--- config.mk ---
export PLATFORM = sky130hd
export DESIGN_NAME = rc4_ram
export DESIGN_NICKNAME = d
export VERILOG_FILES = /design/src/design/rc4_stream_cipher_assert.svh /design/src/design/rc4_ram.sv
export SDC_FILE = /design/constraint.sdc
export NUM_CORES = 2
export LEC_CHECK = 0
export BUFFER_PORTS_ARGS = -buffer_cell sky130_fd_sc_hd__buf_2
export CORE_UTILIZATION = 42
export DETAILED_ROUTE_END_ITERATION = 12
export PLACE_DENSITY = 0.63
export SETUP_SLACK_MARGIN = 0.3
export SLEW_MARGIN = 5
export SYNTH_ARGS = -nofsm -noshare
export SYNTH_HDL_FRONTEND = slang
export SYNTH_SLANG_ARGS = --single-unit
--- constraint.sdc ---
create_clock -name clk_i -period 3.38 [get_ports clk_i]
set_clock_uncertainty 0.1 [all_clocks]
set_input_delay 0.507 -clock clk_i [delete_from_list [all_inputs] [get_ports clk_i]]
set_output_delay 0.507 -clock clk_i [all_outputs]
set_load 0.05 [all_outputs]
--- src/design/rc4_stream_cipher_assert.svh ---
// assertion macros for the rc4 stream cipher rtl
// included by modules that check their own sequencing; no other dependencies
`ifndef RC4_STREAM_CIPHER_ASSERT_SVH
`define RC4_STREAM_CIPHER_ASSERT_SVH

`ifndef SYNTHESIS
`define RC4_ASSERT_IMP(name, clk, rst_n, pre, post) \
  name: assert property (@(posedge clk) disable iff (!rst_n) (pre) |-> (post)) \
    else $error("rc4 assertion failed");
`define RC4_ASSERT_NXT(name, clk, rst_n, pre, post) \
  name: assert property (@(posedge clk) disable iff (!rst_n) (pre) |=> (post)) \
    else $error("rc4 assertion failed");
`define RC4_ASSERT_D3(name, clk, rst_n, pre, post) \
  name: assert property (@(posedge clk) disable iff (!rst_n) (pre) |-> ##3 (post)) \
    else $error("rc4 assertion failed");
`else
`define RC4_ASSERT_IMP(name, clk, rst_n, pre, post)
`define RC4_ASSERT_NXT(name, clk, rst_n, pre, post)
`define RC4_ASSERT_D3(name, clk, rst_n, pre, post)
`endif

`endif

--- src/design/rc4_ram.sv ---
`timescale 1ns / 1ps
// generic single write port, single read port ram with registered read data
// read-first on a same-address write; no dependencies
module rc4_ram #(
  parameter int unsigned WIDTH = 8,
  parameter int unsigned DEPTH = 256,
  localparam int unsigned AW = (DEPTH > 1) ? $clog2(DEPTH) : 1
) (
  input  logic             clk_i,
  input  logic             we_i,
  input  logic [AW-1:0]    waddr_i,
  input  logic [WIDTH-1:0] wdata_i,
  input  logic [AW-1:0]    raddr_i,
  output logic [WIDTH-1:0] rdata_o
);

  logic [WIDTH-1:0] mem_q [DEPTH];
  logic [WIDTH-1:0] rdata_q;

  always_ff @(posedge clk_i) begin
    if (we_i) begin
      mem_q[waddr_i] <= wdata_i;
    end
    rdata_q <= mem_q[raddr_i];
  end

  assign rdata_o = rdata_q;

endmodule

## Word-level counts from Yosys, hierarchy flattened

Memories as Yosys holds them, arrays and structs flattened. A register that Yosys moved wholly into a read port is not among the register bits.
Cells that the tools add are included.
W data, S select, Z words.

- Memories kept: 1
- Bits in writable memories: 2048
- Flip-flop bits (word level): 0
- Output and inout bits: 8
- Input bits: 26
- Logic and storage cells: 3

- Muxes and demuxes: 2

Memory list:

| name | depth | bits a word | rd ports | clocked after memory_dff | write ports | line | source |
|---|---|---|---|---|---|---|---|
| mem_q | 256 | 8 | 1 | 1 | 1 | rc4_ram.sv:17 | `logic [WIDTH-1:0] mem_q [DEPTH];` |

Operators by type and width:

| cell | count |
|---|---|
| $mux W1 | 2 |

## Longest topological paths before layout

- Word-level depth: 2
- Mapped depth: 11
- Gate-level depth less buffers: 6

## Worst setup path after synthesis

Ideal clock, no wire load.

- Kind: input-to-reg
- Start: input port raddr_i[0]
- End: register rdata_q[2] (netlist: rdata_o[2]) (read register of mem_q)
- Slack: 0.835 ns
- Arrival: 2.314 ns
- Required time: 3.149 ns
- Buffers on the path: 4
- Cell stages on the path: 9
- Cells stage by stage: buf_6 -> buf_12 -> buf_8 -> buf_2 -> mux4_2 -> a22oi_1 -> a21oi_1 -> nor4_1 -> nor4_2

RTL lines:

| what | line | source |
|---|---|---|
| from (decl) | rc4_ram.sv:13 | `input logic [AW-1:0] raddr_i,` |
| to (decl) | rc4_ram.sv:18 | `logic [WIDTH-1:0] rdata_q;` |

==> impl_results.md <==
- FF-to-FF End: rdata_o[3]$_DFF_P_
- Reg2Reg Setup Slack: ~0.46 ns
- Die ar.: 0.191 mm2
- Final Hold Fails: 0
- Final WS setup: 0.419 ns
- DR iter-0 viols: slightly below 5,000
- Worst hold path class: in2reg
- Worst Path Required: roughly 4.0 ns
- WHS Endpoint: mem_q[51][7]$_DFFE_PP_
- Critical Path AT: between 3 and 4 ns
- Syn Nets: around 3,800
- Register area: a little over 0.06 mm2
- Max IR drop VDD: 0.600 mV
- Post-synth EDFFs: between 2,000 and 2,500
- RSZ-0062 raised after global routing: no
- Leakage power: ~0.03 uW
- Dpl ws: -0.479 ns
- Finish-stage setup viols: 0
- Pwr/cell area: ~570 mW/mm2
- I/O pin cnt: 34
- Pins Over Slew Limit: 0
- Sequential element share of the synthesized area: 0.775
- Dpl cell area: 0.0861 mm2
- Worst Setup End Kind: flip-flop
- Status: completed
- Post-CTS Resized: 0
- First-pass GRT wire length: 287 mm
- Initial Util: 0.423
- Crit path max fanout: 34
- CP max-delay cell: nor4_1
- RD Place Congestion: roughly 0.86
- DRC viols: 0
- Initial antenna violation count: 11
- Util after Layout: 0.492
- Post-CTS Hold Fix Bufs: 2
- Total number of vias: 40,300
- Wire per inst: 28.8 um
- Final worst-path cycle share: 0.876
- Worst reg2reg startpoint: mem_q[210][3]$_DFFE_PP_
- Final instance area: 0.0924 mm2
- Number of synthesized register bits: between 2,000 and 2,500
- Worst-skew pair later-pin latency: 0.85 ns
- Synthesis Warnings: 0
- Post-Layout Cell Count: 6,913
- Average cell area after synthesis: 21.3 um2
- Yosys cell types: 55
- Area of the multi-input gates: 0.0165 mm2
- Critical path type: in2reg
- Tmin final: 2.96 ns
- All-Layer GR Usage: 0.208
- Post-CTS Setup Inserts: 0
- Hold Path Origin: wdata_i[7]
- FFs w/ async S/R, synth: 0
- Total Routed Length: 199 mm
- Core footprint: 0.188 mm2
- Via/cell ratio: approximately 6
- H-tree levels: 4
- Final nets: between 4,000 and 5,000
- Num rows: 159
- Worst reg2reg path depth: 7
- CTS Buf Count: 197
- Top Family by Delay on Critical Path: buffers and inverters
- FMAX: 0.338 GHz
- Syn Std Cell Area: just under 0.08 mm2
- WHS Path Cells: 1
- Placed insts: 6,547
- Fillcell total: 15,000
- Clk slew on worst S/H paths: 0.06 ns
- Num Clock Sinks: roughly 2,100
- Grt total ovfl: 0
- Max_slew headroom: 0.244
- CTS tree: done
- Area Growth Syn to Fin: 16.2%
- Initial DRT Pass Iterations: 5
- Least-Margin Pin Slew: 1.13 ns
- Syn Inst Count: 3,733
- Clk buf depth: 3
- Die height: 437 um
- # port buffers: 33
- Vias in the first global route: about 40,000
- Critical path's largest stage delay: 0.75 ns
- Buf/Inv on CP: 5
- Synth Flop Type: edfxtp_1
- Antenna viol nets, final: 0
- Critical-path cell list: buf_8 > buf_12 > buf_12 > buf_4 > mux4_2 > a22oi_1 > a21oi_1 > nor4_1 > buf_4 > nor4_2
- Max Cap Viol: 0
- Largest net degree at the start of global routing: 98
- Startpoint Class: primary input
- Root Buffer: clkbuf_16
- HPWL after DPL: around 130 mm
- Die Span X: 437 um
- Share of layout cells above drive strength 1: 0.295
## registers in the layout (all words and copies together) (netlist names)
register and cells:
rdata_o 8, mem_q 2048
## placed cells by master (no fill, tap or decap), types with 21 or more instances in the layout
cell	instances
clkbuf_1	41
o221ai_1	46
a21oi_1	96
buf_2	21
nand2_1	33
buf_12	50
nor4_1	23
mux4_2	454
buf_4	471
edfxtp_1	2048
nor3_1	22
a22oi_1	133
clkinv_2	34
clkinv_1	47
nand3_1	33
o22ai_1	28
clkbuf_16	199
nor2b_1	28
nor2_1	279
mux2i_1	134
## routing by layer
layer	share of wire	GRT usage	wire (um)
met1	0.41	0.291	81500
met2	0.49	0.333	96700
met3	0.075	0.0349	15000
met4	0.030	0.0666	5940
met5	0	0	0
## stage by stage
stage                     power [uW]  hold WS [ns]  setup TNS (ns)
after global routing           53900        0.0290               0
after global placement         31500         0.902           -2.22
final                          52500        0.0383               0
after floorplan                30100         0.506               0
after CTS                      52800       0.00312               0
after detailed placement       31500         0.917           -2.19
## report_power, final
group / total, uW / internal [uW] / switching (uW) / leakage, uW
Combinational: 2810 / 1040 / 1760 / 0.00786
Sequential: 28200 / 28100 / 54.6 / 0.0185
Clock: 21500 / 12000 / 9540 / 0.00307
## worst register-to-register path, stage by stage, from the launching register on
cell,delay (ns)
edfxtp_1,0.36
mux4_2,0.45
a22o_1,0.24
a221oi_1,0.88
buf_4,0.25
o32ai_1,0.08
nor3_1,0.34
nor4_1,0.11
## cell usage after synthesis, drive strengths merged (2+ instances only)
| cell | count | share of area |
|---|---|---|
| nand3b | 2 | 0.00019 |
| a211oi | 16 | 0.0015 |
| and3b | 2 | 0.00022 |
| nand3 | 34 | 0.0021 |
| edfxtp | 2048 | 0.77 |
| a22oi | 133 | 0.013 |
| o22a | 5 | 0.00055 |
| o21ai | 12 | 0.00075 |
| dfxtp | 8 | 0.0020 |
| o211ai | 10 | 0.00094 |
| nor4 | 27 | 0.0024 |
| o22ai | 28 | 0.0022 |
| buf | 122 | 0.013 |
| nand4 | 10 | 0.00079 |
| nor2 | 282 | 0.013 |
| o221ai | 47 | 0.0053 |
| a31oi | 2 | 0.00016 |
| or2 | 4 | 0.00031 |
| a22o | 8 | 0.00088 |
| o32ai | 5 | 0.00064 |
| a2111oi | 5 | 0.00066 |
| nor2b | 31 | 0.0024 |
| a311oi | 2 | 0.00022 |
| a221oi | 14 | 0.0016 |
| and2 | 6 | 0.00047 |
| nand2 | 33 | 0.0016 |
| mux2i | 134 | 0.017 |
| clkbuf | 111 | 0.0052 |
| nand2b | 8 | 0.00063 |
| mux4 | 456 | 0.13 |
| nor3 | 22 | 0.0014 |
| a21oi | 96 | 0.0060 |
## worst max path at each step
stage	endpoint	slack (ns)	cells after the start	start
2_1_floorplan	rdata_o[2]$_DFF_P_	0.84	9	raddr_i[0]
3_3_place_gp	rdata_o[5]$_DFF_P_	-0.48	9	raddr_i[0]
3_5_place_dp	rdata_o[5]$_DFF_P_	-0.48	11	raddr_i[0]
4_1_cts	rdata_o[5]$_DFF_P_	0.39	9	mem_q[211][5]$_DFFE_PP_
5_1_grt	rdata_o[3]$_DFF_P_	0.32	7	mem_q[210][3]$_DFFE_PP_
6_report	rdata_o[2]$_DFF_P_	0.42	10	raddr_i[1]
## logic make-up after synthesis
family                 share of synthesized area
flip-flops                                 0.775
multiplexers                               0.146
AND/OR/NAND/NOR                           0.0263
AO/OA/AOI/OAI                             0.0342
buffers and inverters                     0.0183
## cell type report
cell class | count | share of cell area
timing repair buffer | 554 | 0.0521
inverter | 2 | 0.0000812
antenna | 3 | 0.0000812
clock buffer | 245 | 0.0563
clock inverter | 116 | 0.0120
tap | 2495 | 0.0338
multi-input combinational | 1442 | 0.179
sequential | 2056 | 0.667
Power figures use the tool's default switching activity.
